## config.mk

```make
export PLATFORM = sky130hd
export DESIGN_NAME = business_days_between_dates_top
export DESIGN_NICKNAME = d
export VERILOG_FILES = /design/src/rtl/bdbd_pkg.sv /design/src/rtl/bdbd_date_unit.sv /design/src/rtl/bdbd_div7.sv /design/src/rtl/bdbd_count.sv /design/src/rtl/business_days_between_dates_top.sv
export VERILOG_INCLUDE_DIRS = /design/src /design/src/rtl
export SDC_FILE = /design/constraint.sdc
export NUM_CORES = 2
export LEC_CHECK = 0
export BUFFER_PORTS_ARGS = -buffer_cell sky130_fd_sc_hd__buf_4
export CORE_MARGIN = 4
export CORE_UTILIZATION = 40
export CTS_CLUSTER_DIAMETER = 60
export DETAILED_ROUTE_END_ITERATION = 6
export SLEW_MARGIN = 5
export SYNTH_ARGS = -nofsm -noshare
export SYNTH_HDL_FRONTEND = slang
export SYNTH_SLANG_ARGS = --single-unit
```

## constraint.sdc

```tcl
create_clock -name aclk -period 13.71 [get_ports aclk]
set_input_delay 1.371 -clock aclk [delete_from_list [all_inputs] [get_ports aclk]]
set_output_delay 1.371 -clock aclk [all_outputs]
set_load 0.02 [all_outputs]
```

## src/rtl/business_days_between_dates_top_macros.svh

```systemverilog
// assertion helpers for the business day counter
// each macro has a checking form and an empty form for synthesis
`ifndef BUSINESS_DAYS_BETWEEN_DATES_TOP_MACROS_SVH
`define BUSINESS_DAYS_BETWEEN_DATES_TOP_MACROS_SVH

`ifndef SYNTHESIS
`define BDBD_ASSERT(lbl, clk, rstn, prop, msg) \
    lbl: assert property (@(posedge clk) disable iff (!rstn) prop) else $error(msg);
`define BDBD_ASSERT_ALWAYS(lbl, clk, prop, msg) \
    lbl: assert property (@(posedge clk) prop) else $error(msg);
`else
`define BDBD_ASSERT(lbl, clk, rstn, prop, msg)
`define BDBD_ASSERT_ALWAYS(lbl, clk, prop, msg)
`endif

`endif

```

## src/rtl/bdbd_pkg.sv

```systemverilog
// ----------------------------------------------------------------------------
// bdbd_pkg
// Shared widths, constants and calendar tables for the business day counter.
// ----------------------------------------------------------------------------
`default_nettype none

package bdbd_pkg;

    localparam int YEAR_W  = 14;
    localparam int MONTH_W = 4;
    localparam int DAY_W   = 5;
    localparam int DN_W    = 22;
    localparam int CNT_W   = 22;
    localparam int MASK_W  = 7;
    localparam int WD_W    = 3;
    localparam int Q100_W  = 8;
    localparam int Q7_W    = 20;

    localparam logic [YEAR_W-1:0] YEAR_MAX = YEAR_W'(9999);
    localparam logic [MASK_W-1:0] MASK_RESET = 7'h60;

    // x / 100 = (x * 5243) >> 19 for 14-bit x
    localparam logic [12:0] DIV100_MUL   = 13'd5243;
    localparam int          DIV100_SHIFT = 19;

    // x / 7 = (x * ceil(2^25 / 7)) >> 25 for 22-bit x
    localparam logic [22:0] DIV7_MUL   = 23'd4793491;
    localparam int          DIV7_SHIFT = 25;

    // day number plus this, modulo 7, gives the weekday with sunday = 0
    localparam logic [1:0] DN_WEEKDAY_OFFSET = 2'd3;

    localparam logic [MONTH_W-1:0] MONTH_FEB = 4'd2;
    localparam logic [MONTH_W-1:0] MONTH_DEC = 4'd12;

    typedef struct packed {
        logic bad;
        logic start_lt;
    } flags_t;

    function automatic logic [DAY_W-1:0] month_len(input logic [MONTH_W-1:0] m,
                                                   input logic leap);
        logic [DAY_W-1:0] len;
        case (m)
            4'd1, 4'd3, 4'd5, 4'd7, 4'd8, 4'd10, 4'd12: len = 5'd31;
            4'd4, 4'd6, 4'd9, 4'd11:                     len = 5'd30;
            4'd2:                                        len = leap ? 5'd29 : 5'd28;
            default:                                     len = 5'd0;
        endcase
        return len;
    endfunction

    // days from march 1 to the first of the month, year starting in march
    function automatic logic [8:0] month_offset(input logic [MONTH_W-1:0] m);
        logic [8:0] off;
        case (m)
            4'd3:    off = 9'd0;
            4'd4:    off = 9'd31;
            4'd5:    off = 9'd61;
            4'd6:    off = 9'd92;
            4'd7:    off = 9'd122;
            4'd8:    off = 9'd153;
            4'd9:    off = 9'd184;
            4'd10:   off = 9'd214;
            4'd11:   off = 9'd245;
            4'd12:   off = 9'd275;
            4'd1:    off = 9'd306;
            4'd2:    off = 9'd337;
            default: off = 9'd0;
        endcase
        return off;
    endfunction

endpackage

`default_nettype wire

```

## src/rtl/bdbd_date_unit.sv

```systemverilog
// ----------------------------------------------------------------------------
// bdbd_date_unit
// Two-stage date checker and day number builder for one calendar date.
// ----------------------------------------------------------------------------
`default_nettype none

module bdbd_date_unit
    import bdbd_pkg::*;
(
    input  wire logic               aclk,
    input  wire logic               en,
    input  wire logic [YEAR_W-1:0]  year,
    input  wire logic [MONTH_W-1:0] month,
    input  wire logic [DAY_W-1:0]   day,
    output logic      [DN_W-1:0]    day_num,
    output logic                    date_ok
);

    // stage one: shifted year and divisions by 100
    logic [YEAR_W-1:0]  yy;
    logic [26:0]        prod_y;
    logic [26:0]        prod_yy;
    logic               range_ok;

    logic [YEAR_W-1:0]  y_reg;
    logic [MONTH_W-1:0] m_reg;
    logic [DAY_W-1:0]   d_reg;
    logic [YEAR_W-1:0]  yy_reg;
    logic [Q100_W-1:0]  qy_reg;
    logic [Q100_W-1:0]  qyy_reg;
    logic               range_ok_reg;

    always_comb begin
        yy       = (month <= MONTH_FEB) ? year - YEAR_W'(1) : year;
        prod_y   = 27'(year) * 27'(DIV100_MUL);
        prod_yy  = 27'(yy) * 27'(DIV100_MUL);
        range_ok = (year != '0) && (year <= YEAR_MAX) && (month != '0)
                   && (month <= MONTH_DEC) && (day != '0);
    end

    always_ff @(posedge aclk) begin
        if (en) begin
            y_reg        <= year;
            m_reg        <= month;
            d_reg        <= day;
            yy_reg       <= yy;
            qy_reg       <= prod_y[DIV100_SHIFT +: Q100_W];
            qyy_reg      <= prod_yy[DIV100_SHIFT +: Q100_W];
            range_ok_reg <= range_ok;
        end
    end

    // stage two: leap rule, month length, day number
    logic [14:0]     hundred_mul;
    logic            div100;
    logic            leap;
    logic            ok_next;
    logic [23:0]     dn_next;
    logic [DN_W-1:0] dn_reg;
    logic            ok_reg;

    always_comb begin
        hundred_mul = 15'(qy_reg) * 15'd100;
        div100      = ({1'b0, y_reg} == hundred_mul);
        leap        = (y_reg[1:0] == 2'b00) && (!div100 || (qy_reg[1:0] == 2'b00));
        ok_next     = range_ok_reg && (d_reg <= month_len(m_reg, leap));
        dn_next     = 24'(yy_reg) * 24'd365 + 24'(yy_reg >> 2) - 24'(qyy_reg)
                      + 24'(qyy_reg >> 2) + 24'(month_offset(m_reg))
                      + 24'(d_reg) - 24'd1;
    end

    always_ff @(posedge aclk) begin
        if (en) begin
            dn_reg <= dn_next[DN_W-1:0];
            ok_reg <= ok_next;
        end
    end

    assign day_num = dn_reg;
    assign date_ok = ok_reg;

endmodule

`default_nettype wire

```

## src/rtl/bdbd_div7.sv

```systemverilog
// ----------------------------------------------------------------------------
// bdbd_div7
// Registered divide by seven by reciprocal multiply, remainder after the stage.
// ----------------------------------------------------------------------------
`default_nettype none

module bdbd_div7
    import bdbd_pkg::*;
(
    input  wire logic            aclk,
    input  wire logic            en,
    input  wire logic [DN_W-1:0] dividend,
    output logic      [Q7_W-1:0] quotient,
    output logic      [WD_W-1:0] remainder
);

    logic [44:0]     prod;
    logic [DN_W-1:0] x_reg;
    logic [Q7_W-1:0] q_reg;
    logic [WD_W-1:0] q7_low;

    assign prod = 45'(dividend) * 45'(DIV7_MUL);

    always_ff @(posedge aclk) begin
        if (en) begin
            x_reg <= dividend;
            q_reg <= prod[DIV7_SHIFT +: Q7_W];
        end
    end

    // true remainder is below 7, so the low bits of the difference suffice
    always_comb begin
        q7_low    = WD_W'({q_reg[WD_W-1:0], 3'b000} - {3'b000, q_reg[WD_W-1:0]});
        remainder = x_reg[WD_W-1:0] - q7_low;
    end

    assign quotient = q_reg;

endmodule

`default_nettype wire

```

## src/rtl/bdbd_count.sv

```systemverilog
// ----------------------------------------------------------------------------
// bdbd_count
// Business day total from whole weeks plus the leftover partial week.
// ----------------------------------------------------------------------------
`default_nettype none

module bdbd_count
    import bdbd_pkg::*;
(
    input  wire logic [MASK_W-1:0] weekend_mask,
    input  wire logic [Q7_W-1:0]   weeks,
    input  wire logic [WD_W-1:0]   rem_days,
    input  wire logic [WD_W-1:0]   start_wd,
    input  wire flags_t            flags,
    output logic      [CNT_W-1:0]  count
);

    logic [WD_W-1:0]   per_week;
    logic [MASK_W-1:0] work_rot;
    logic [WD_W-1:0]   partial;
    logic [3:0]        idx;
    logic [22:0]       full;

    always_comb begin
        per_week = '0;
        partial  = '0;
        work_rot = '0;
        idx      = '0;
        for (int i = 0; i < MASK_W; i++) begin
            per_week = per_week + WD_W'(!weekend_mask[i]);
            // work day bits rotated to start at the first date's weekday
            idx = 4'(start_wd) + 4'(i);
            if (idx >= 4'd7) begin
                idx = idx - 4'd7;
            end
            work_rot[i] = !weekend_mask[idx[WD_W-1:0]];
        end
        for (int i = 0; i < MASK_W; i++) begin
            if (WD_W'(i) < rem_days) begin
                partial = partial + WD_W'(work_rot[i]);
            end
        end
        full = 23'(weeks) * 23'(per_week);
        if (flags.bad || !flags.start_lt) begin
            count = '0;
        end else begin
            count = full[CNT_W-1:0] + CNT_W'(partial);
        end
    end

endmodule

`default_nettype wire

```

## src/rtl/business_days_between_dates_top.sv

```systemverilog
// ----------------------------------------------------------------------------
// business_days_between_dates_top
// Counts non-weekend days from a start date up to an excluded end date.
// ----------------------------------------------------------------------------
// usage:
//   s_ channel takes one word holding a start date and an end date. m_ channel
//   returns one word per request: business_days and bad_date. a date with an
//   out-of-range year, month or day raises bad_date and gives a zero count.
//   a start date on or after the end date gives zero with bad_date low.
//   the cfg channel writes the 7-bit weekend mask (bit 0 sunday), always
//   ready; write it only while no request is in flight.
// timing:
//   five register stages, the first loaded by the accepting edge: two per date
//   for day numbers, one for the difference, one for the divide by seven
//   multiplier, and the output register behind the week count, which raises
//   m_valid. one word per cycle sustained while m_ready stays high.
// reset:
//   aresetn low empties every stage and loads the mask with friday/saturday.
// stall:
//   when a result waits with m_ready low the whole pipeline holds and s_ready
//   drops; nothing is dropped or repeated.
// ----------------------------------------------------------------------------
`default_nettype none

`include "business_days_between_dates_top_macros.svh"

module business_days_between_dates_top
    import bdbd_pkg::*;
(
    input  wire logic               aclk,
    input  wire logic               aresetn,

    input  wire logic               cfg_valid,
    output logic                    cfg_ready,
    input  wire logic [MASK_W-1:0]  cfg_weekend_mask,

    input  wire logic               s_valid,
    output logic                    s_ready,
    input  wire logic [YEAR_W-1:0]  s_from_year,
    input  wire logic [MONTH_W-1:0] s_from_month,
    input  wire logic [DAY_W-1:0]   s_from_day,
    input  wire logic [YEAR_W-1:0]  s_to_year,
    input  wire logic [MONTH_W-1:0] s_to_month,
    input  wire logic [DAY_W-1:0]   s_to_day,

    output logic                    m_valid,
    input  wire logic               m_ready,
    output logic [CNT_W-1:0]        m_business_days,
    output logic                    m_bad_date
);

    logic              adv;
    logic [MASK_W-1:0] weekend_mask_reg;
    logic [4:1]        stg_valid_reg;
    logic              m_valid_reg;
    logic [CNT_W-1:0]  m_business_days_reg;
    logic              m_bad_date_reg;

    assign adv       = !m_valid_reg || m_ready;
    assign s_ready   = adv;
    assign cfg_ready = 1'b1;

    always_ff @(posedge aclk) begin
        if (!aresetn) begin
            weekend_mask_reg <= MASK_RESET;
        end else if (cfg_valid) begin
            weekend_mask_reg <= cfg_weekend_mask;
        end
    end

    // stages one and two
    logic [DN_W-1:0] dn_from;
    logic [DN_W-1:0] dn_to;
    logic            ok_from;
    logic            ok_to;

    bdbd_date_unit u_from (
        .aclk    (aclk),
        .en      (adv),
        .year    (s_from_year),
        .month   (s_from_month),
        .day     (s_from_day),
        .day_num (dn_from),
        .date_ok (ok_from)
    );

    bdbd_date_unit u_to (
        .aclk    (aclk),
        .en      (adv),
        .year    (s_to_year),
        .month   (s_to_month),
        .day     (s_to_day),
        .day_num (dn_to),
        .date_ok (ok_to)
    );

    // stage three: span and weekday base
    logic [DN_W-1:0] span_reg;
    logic [DN_W-1:0] wd_base_reg;
    flags_t          flags3_reg;
    flags_t          flags4_reg;

    always_ff @(posedge aclk) begin
        if (adv) begin
            span_reg            <= dn_to - dn_from;
            wd_base_reg         <= dn_from + DN_W'(DN_WEEKDAY_OFFSET);
            flags3_reg.bad      <= !(ok_from && ok_to);
            flags3_reg.start_lt <= dn_from < dn_to;
            flags4_reg          <= flags3_reg;
        end
    end

    // stage four: divide span and base by seven
    logic [Q7_W-1:0] weeks;
    logic [WD_W-1:0] rem_days;
    logic [Q7_W-1:0] wd_quot;
    logic [WD_W-1:0] start_wd;

    bdbd_div7 u_div_span (
        .aclk      (aclk),
        .en        (adv),
        .dividend  (span_reg),
        .quotient  (weeks),
        .remainder (rem_days)
    );

    bdbd_div7 u_div_wd (
        .aclk      (aclk),
        .en        (adv),
        .dividend  (wd_base_reg),
        .quotient  (wd_quot),
        .remainder (start_wd)
    );

    // stage five: week count into the output register
    logic [CNT_W-1:0] count;

    bdbd_count u_count (
        .weekend_mask (weekend_mask_reg),
        .weeks        (weeks),
        .rem_days     (rem_days),
        .start_wd     (start_wd),
        .flags        (flags4_reg),
        .count        (count)
    );

    always_ff @(posedge aclk) begin
        if (!aresetn) begin
            stg_valid_reg <= '0;
            m_valid_reg   <= 1'b0;
        end else if (adv) begin
            stg_valid_reg <= {stg_valid_reg[3:1], s_valid};
            m_valid_reg   <= stg_valid_reg[4];
        end
    end

    always_ff @(posedge aclk) begin
        if (adv) begin
            m_business_days_reg <= count;
            m_bad_date_reg      <= flags4_reg.bad;
        end
    end

    assign m_valid         = m_valid_reg;
    assign m_business_days = m_business_days_reg;
    assign m_bad_date      = m_bad_date_reg;

    `BDBD_ASSERT(a_bad_gives_zero, aclk, aresetn, m_valid_reg && m_bad_date_reg |-> m_business_days_reg == '0, "bad date with nonzero count")
    `BDBD_ASSERT(a_all_weekend_zero, aclk, aresetn, m_valid_reg && (weekend_mask_reg == 7'h7f) |-> m_business_days_reg == '0, "count nonzero with every day masked")
    `BDBD_ASSERT(a_stall_holds_stages, aclk, aresetn, !adv |=> $stable(stg_valid_reg) && m_valid_reg, "pipeline moved during stall")
    `BDBD_ASSERT(a_last_stage_lands, aclk, aresetn, stg_valid_reg[4] && adv |=> m_valid_reg, "word lost at output register")
    `BDBD_ASSERT_ALWAYS(a_reset_empties, aclk, !aresetn |=> !m_valid_reg && (stg_valid_reg == '0), "pipeline not empty after reset")

endmodule

`default_nettype wire

```

; After elaboration in Yosys (flattened, before gate mapping)
; Memory sizes are Yosys's and may differ from the RTL's. A register that Yosys moved wholly into a read port is not among the register bits.
; Cells that the tools add are included.
[word_totals]
ff_bits = 266
romBits = 288
inputBits = 58
out_inout_bits = 26
word_cells = 234
mem_count = 2
[mem_list]
columns = memory, depth, word_bits, rd, rd_clocked_by_memory_dff, wr, line
row1 = (name not given), 16, 9, 1, 1, 0, bdbd_pkg.sv:56  ; case (m)
row2 = (name not given), 16, 9, 1, 1, 0, bdbd_pkg.sv:56
[classes]
addsub = 46
multipliers = 11
n_lt_le_gt_ge = 30
n_eq_ne = 26
mux = 36
n_reduce_logical = 50
[op_table]
columns = cell, count
row1 = "multiplier 14 x 13 -> 27 bit, second input constant", 4
row2 = "multiplier 22 x 23 -> 45 bit, second input constant", 1
row3 = adder 22 x 12 -> 22 bit, 2
row4 = adder 22 x 5 -> 22 bit, 2
row5 = adder 22 x 6 -> 22 bit, 2
row6 = adder 22 x 9 -> 22 bit, 2
row7 = "multiplier 14 x 9 -> 22 bit, second input constant", 2
row8 = "subtractor 22 x 1 -> 22 bit, second input constant", 2
row9 = subtractor 22 x 8 -> 22 bit, 2
row10 = "== test 4 bit, second input constant", 10
row11 = two-way mux 3 bit, 13
row12 = "== test 4 x 3 -> 1 bit, second input constant", 8
row13 = adder 3 x 1 -> 3 bit, 10
row14 = == test 14 x 15 -> 1 bit, 2
row15 = case mux 5 bit (3 select lines), 2
row16 = "less-or-equal comparator 14 bit, second input constant", 2
row17 = "< comparator 3 x 4 -> 1 bit, second input constant", 7
row18 = "multiplier 22 x 23 -> 28 bit, second input constant", 1
row19 = two-way mux 14 bit, 2
row20 = nonzero test 14 bit, 2
row21 = "subtractor 14 x 1 -> 14 bit, second input constant", 2
row22 = "multiplier 8 x 5 -> 13 bit, second input constant", 2
row23 = ">= comparator 4 x 3 -> 1 bit, second input constant", 6
row24 = "adder 22 x 2 -> 22 bit, second input constant", 1
row25 = other kinds (31), 110

; Longest topological paths before layout
[depth]
word_depth = 21
depth_mapped = 51
ltp_nobuf = 50

; Modules after synthesis
; From an unflattened synthesis, not the netlist that was laid out.
[hier_totals]
cells_unflattened = 5078
hier_area_um2 = 52387.7
[by_module_without_submodules]
columns = mod, n_inst, cells_per_inst, area_each_um2, seq_area_each_um2
row1 = bdbd_date_unit (u_to), 1, 1469, 15517.4, 2492.4
row2 = bdbd_date_unit (u_from), 1, 1465, 15448.6, 2492.4
row3 = bdbd_div7 (u_div_span), 1, 653, 6762.7, 690.7
row4 = bdbd_div7 (u_div_wd), 1, 655, 6710.2, 690.7
row5 = business_days_between_dates_top, 1, 348, 4215.3, 2372.3
row6 = bdbd_count, 1, 488, 3733.6, 0.0

; Worst setup path after synthesis
; No wires, ideal clock.
[synth_path]
kind = register to register
start = reg u_div_wd.x_reg[0]
end = reg m_business_days_reg[21], in the netlist m_business_days[21] (data pin)
setup_time_ps = 266
arrival_ps = 9405
required_ps = 13444
path_slack_ps = 4039
stages_incl_launch_ff = 44
path_buffers = 0
period_less_slack_ps = 9671
path_cell_list = edfxtp_1 ha_1 fa_1 xor2_1 xnor2_2 inv_1 ha_1 a21o_1 a21oi_1 mux4_2 a22oi_1 o21ai_0 inv_1 ha_1 o21ai_0 o31ai_1 ha_1 ha_1 [8 not listed] mux2_2 ha_1 mux2i_1 o22ai_1 a32oi_1 xnor2_1 o21ai_0 fa_1 ha_1 nor2b_1 o31a_1 o21a_1 o31ai_1 a211oi_1 o41a_1 o22ai_1 xnor2_1 nor2_1
[synth_between]
elab_chain_cells = 20
word_cells_on_any_way = 63
cone_classes = 21 x add/sub / 7 x order compare / 28 x mux / 7 x reduce/logical
[synth_lines]
columns = element, line
row1 = start: declaration, bdbd_div7.sv:18  ; logic [DN_W-1:0] x_reg;
row2 = start signal: assignment, bdbd_div7.sv:26  ; x_reg <= dividend;
row3 = subtractor 3 bit (*), bdbd_div7.sv:34  ; remainder = x_reg[WD_W-1:0] - q7_low;
row4 = adder 3 x 1 -> 4 bit (tied with other cells), bdbd_count.sv:32  ; idx = 4'(start_wd) + 4'(i);
row5 = >= comparator 4 x 3 -> 1 bit (tied with other cells), bdbd_count.sv:33  ; if (idx >= 4'd7) begin
row6 = two-way mux 3 bit or binary-select mux 1 bit (select 3 bit) (tied branches), "bdbd_count.sv:33, bdbd_count.sv:36"
row7 = binary-select mux 1 bit (select 3 bit) or two-way mux 1 bit (tied branches), bdbd_count.sv:36  ; work_rot[i] = !weekend_mask[idx[WD_W-1:0]];
row8 = two-way mux 1 bit (implied by the code) or logical NOT 1 bit (tied branches), bdbd_count.sv:36
row9 = logical NOT 1 bit or two-way mux 1 bit (tied branches), "bdbd_count.sv:36, bdbd_count.sv:39"
row10 = adder 1 x 1 -> 2 bit, bdbd_count.sv:40  ; partial = partial + WD_W'(work_rot[i]);
row11 = [4 not listed], --
row12 = two-way mux 3 bit, bdbd_count.sv:39  ; if (WD_W'(i) < rem_days) begin
row13 = adder 3 x 1 -> 3 bit, bdbd_count.sv:40
row14 = two-way mux 3 bit, bdbd_count.sv:39
row15 = adder 3 x 1 -> 3 bit, bdbd_count.sv:40
row16 = two-way mux 3 bit, bdbd_count.sv:39
row17 = adder 3 x 1 -> 3 bit, bdbd_count.sv:40
row18 = two-way mux 3 bit (*), bdbd_count.sv:39
row19 = adder 22 x 3 -> 22 bit (*), bdbd_count.sv:47  ; count = full[CNT_W-1:0] + CNT_W'(partial);
row20 = end signal: assignment, business_days_between_dates_top.sv:159  ; m_business_days_reg <= count;
row21 = end: declaration, business_days_between_dates_top.sv:56  ; logic [CNT_W-1:0] m_business_days_reg;
; Mark *: on every way between the ends. The rest lies on a longest branch, timed or not. The select of a mux whose other input is x is not followed.
; A chain may end at the register's enable or synchronous reset.

; Worst setup path in the final report
; Same ends and word-level chain as after synthesis.

==> flow_metrics.env <==
export IMPL_status="finished clean"
export IMPL_start_util=0.405
export IMPL_cts_buffers=45
export IMPL_grt_setup_unrepaired="no"
export IMPL_rows=126
export IMPL_areaGrowthSynthToFinish_pct=8.89
export IMPL_ys_seq_area_frac=0.172
export IMPL_ant_nets=0
export IMPL_grt_overflow=0
export IMPL_cts_root_buf="clkbuf_16"
export IMPL_fmaxAchievable_mhz=94.0
export IMPL_critPathRequiredTime_ns=14.03
export IMPL_clock_latency_ns=0.60
export IMPL_finalSetupTns_ns=0
export IMPL_cp_start_kind="register"
export IMPL_cts_buffer_depth=3
export IMPL_grt_max_degree=78
export IMPL_synth_edff_count=254
export IMPL_fin_crit_ns=10.63
export IMPL_yosys_warnings=0
export IMPL_setup_viol=0
export IMPL_max_cap_violations=0
export IMPL_ys_types=83
export IMPL_die_area_um2=125000
export IMPL_antenna_found_initial=2
export IMPL_cpMaxStageDelayCell="xnor2_2"
export IMPL_worstHoldPathType="reg2reg"
export IMPL_grt_pass1_wl_um=157000
export IMPL_synthArstFlopShare=0
export IMPL_clk_transition_reported_paths_ns=0.05
export IMPL_cts_htree_levels=2
export IMPL_drive_above_1_share=0.0464
export IMPL_drtIter0Drc=1058
export IMPL_vias_per_cell=4.71
export IMPL_place_congestion=0.868
export IMPL_holdBufCountCts=0
export IMPL_grtUsageTotal=0.151
export IMPL_first_global_vias=31653
export IMPL_first_pass_iters=5
export IMPL_finalHoldViolCount=0
export IMPL_dr_total_vias=29879
export IMPL_port_buffers=82
export IMPL_die_w_um=354
export IMPL_fin_crit_sh=0.776
export IMPL_cts_sinks=284
export IMPL_fin_nets=6516
export IMPL_drc_errors=0
export IMPL_crit_top_cell="ha_1"
export IMPL_syn_nets=6385
export IMPL_wl_um=91700
export IMPL_wl_per_cell_um=14.4
export IMPL_syn_area_um2=47900
export IMPL_yosys_register_bits=284
export IMPL_io_pins=84
export IMPL_cts_resized=0
export IMPL_arrival_ns=10.96
export IMPL_worst_slew_pin_slew_ns=1.06
export IMPL_slew_headroom=0.287
export IMPL_path_class="reg2reg"
export IMPL_cts_tree="built"
export IMPL_syn_area_per_cell_um2=10.5
export IMPL_post_cts_buffers=0
export IMPL_slowest_delay_ns=0.55
export IMPL_skew_ns=0.0387
export IMPL_syn_inst=4578
export IMPL_ys_flop_type="edfxtp_1"
export IMPL_core_area_um2=118000
export IMPL_cp_end_kind="register"
export IMPL_die_height_um=354
export IMPL_path_max_fanout=13
export IMPL_dp_hpwl_um=79200
export IMPL_drv_slew=0
export IMPL_diodes=0
final timing paths:
kind / from / to / slack [ns] / cells past startpoint
max: u_div_wd.x_reg[0]$_DFFE_PP_ / m_business_days[21]$_SDFFCE_PP0P_ / 3.08 / 43
min: stg_valid_reg[3]$_SDFFE_PN0P_ / stg_valid_reg[3]$_SDFFE_PN0P_ / 0.47 / 2
max reg2reg: u_div_wd.x_reg[0]$_DFFE_PP_ / m_business_days[21]$_SDFFCE_PP0P_ / 3.08 / 43
min reg2reg: stg_valid_reg[3]$_SDFFE_PN0P_ / stg_valid_reg[3]$_SDFFE_PN0P_ / 0.47 / 2
critical path: cells and delay by family (launching register included):
| kind | cells | cell delay [ns] |
|---|---|---|
| flops | 1 | 0.37 |
| xor+xnor | 5 | 1.14 |
| buf+inv | 2 | 0.33 |
| simple gates | 4 | 0.36 |
| mux | 4 | 1.36 |
| fa+ha+maj | 12 | 3.50 |
| compound gates | 16 | 3.30 |
per-layer routing:
metal	routed length, um	global-route usage
met1	43300	0.204
met2	44700	0.267
met3	2190	0.0141
met4	1550	0.0275
met5	0	0
Yosys cell counts (all sizes together) (31+ instances only):
cell type	number	share of area
a21oi	124	0.013
nor2	122	0.0096
inv	1193	0.094
ha	1113	0.29
xor2	57	0.010
o21ai	105	0.011
nand2	194	0.015
xnor2	180	0.033
nand3	49	0.0051
nor2b	31	0.0040
nor3	43	0.0045
edfxtp	254	0.16
fa	636	0.27
a21o	58	0.0091
logic make-up after synthesis:
| logic type | after synthesis | synth area share |
|---|---|---|
| xor gates and xnor gates | 237 | 0.0435 |
| muxes | 33 | 0.00859 |
| adders and majority gates | 1749 | 0.557 |
| AOI/OAI and AO/OA | 483 | 0.0666 |
| buffers and inverters | 1217 | 0.0955 |
| DFF | 284 | 0.172 |
| and+or+nand+nor | 574 | 0.0573 |
| other | 1 | 0.0000783 |
placed cells by master (no fill, tap or decap), drive strengths merged, types with 105 or more instances in the layout:
master	Yosys	routed
inv	1193	1206
ha	1113	1113
fa	636	636
edfxtp	254	254
nand2	194	194
xnor2	180	180
a21oi	124	124
nor2	122	122
buf	5	107
o21ai	105	105
per-stage QoR:
| step | util | hold WS, ns | setup slack [ns] | cells | instance area, um2 |
|---|---|---|---|---|---|
| floorplan | - | 0.400 | 4.04 | 4578 | 47900 |
| global placement | 0.428 | 0.452 | 3.16 | 6262 | 50600 |
| detailed placement | 0.428 | 0.453 | 2.99 | 6262 | 50600 |
| CTS | 0.440 | 0.468 | 3.01 | 6346 | 52200 |
| global route | 0.440 | 0.482 | 2.23 | 6346 | 52200 |
| finish | 0.440 | 0.465 | 3.08 | 6346 | 52200 |
layout make-up:
cell class / count / area, um2
clock inverter: 32 / 352
sequential: 284 / 8230
tap: 1600 / 2000
inverter: 1194 / 4490
fill: 11398 / 66200
timing repair buffer: 107 / 803
clock buffer: 52 / 1180
multi-input combinational: 3077 / 35100
Power is not shown: default switching activity piles up to over one toggle a cycle in this logic, so the estimate is an artifact.
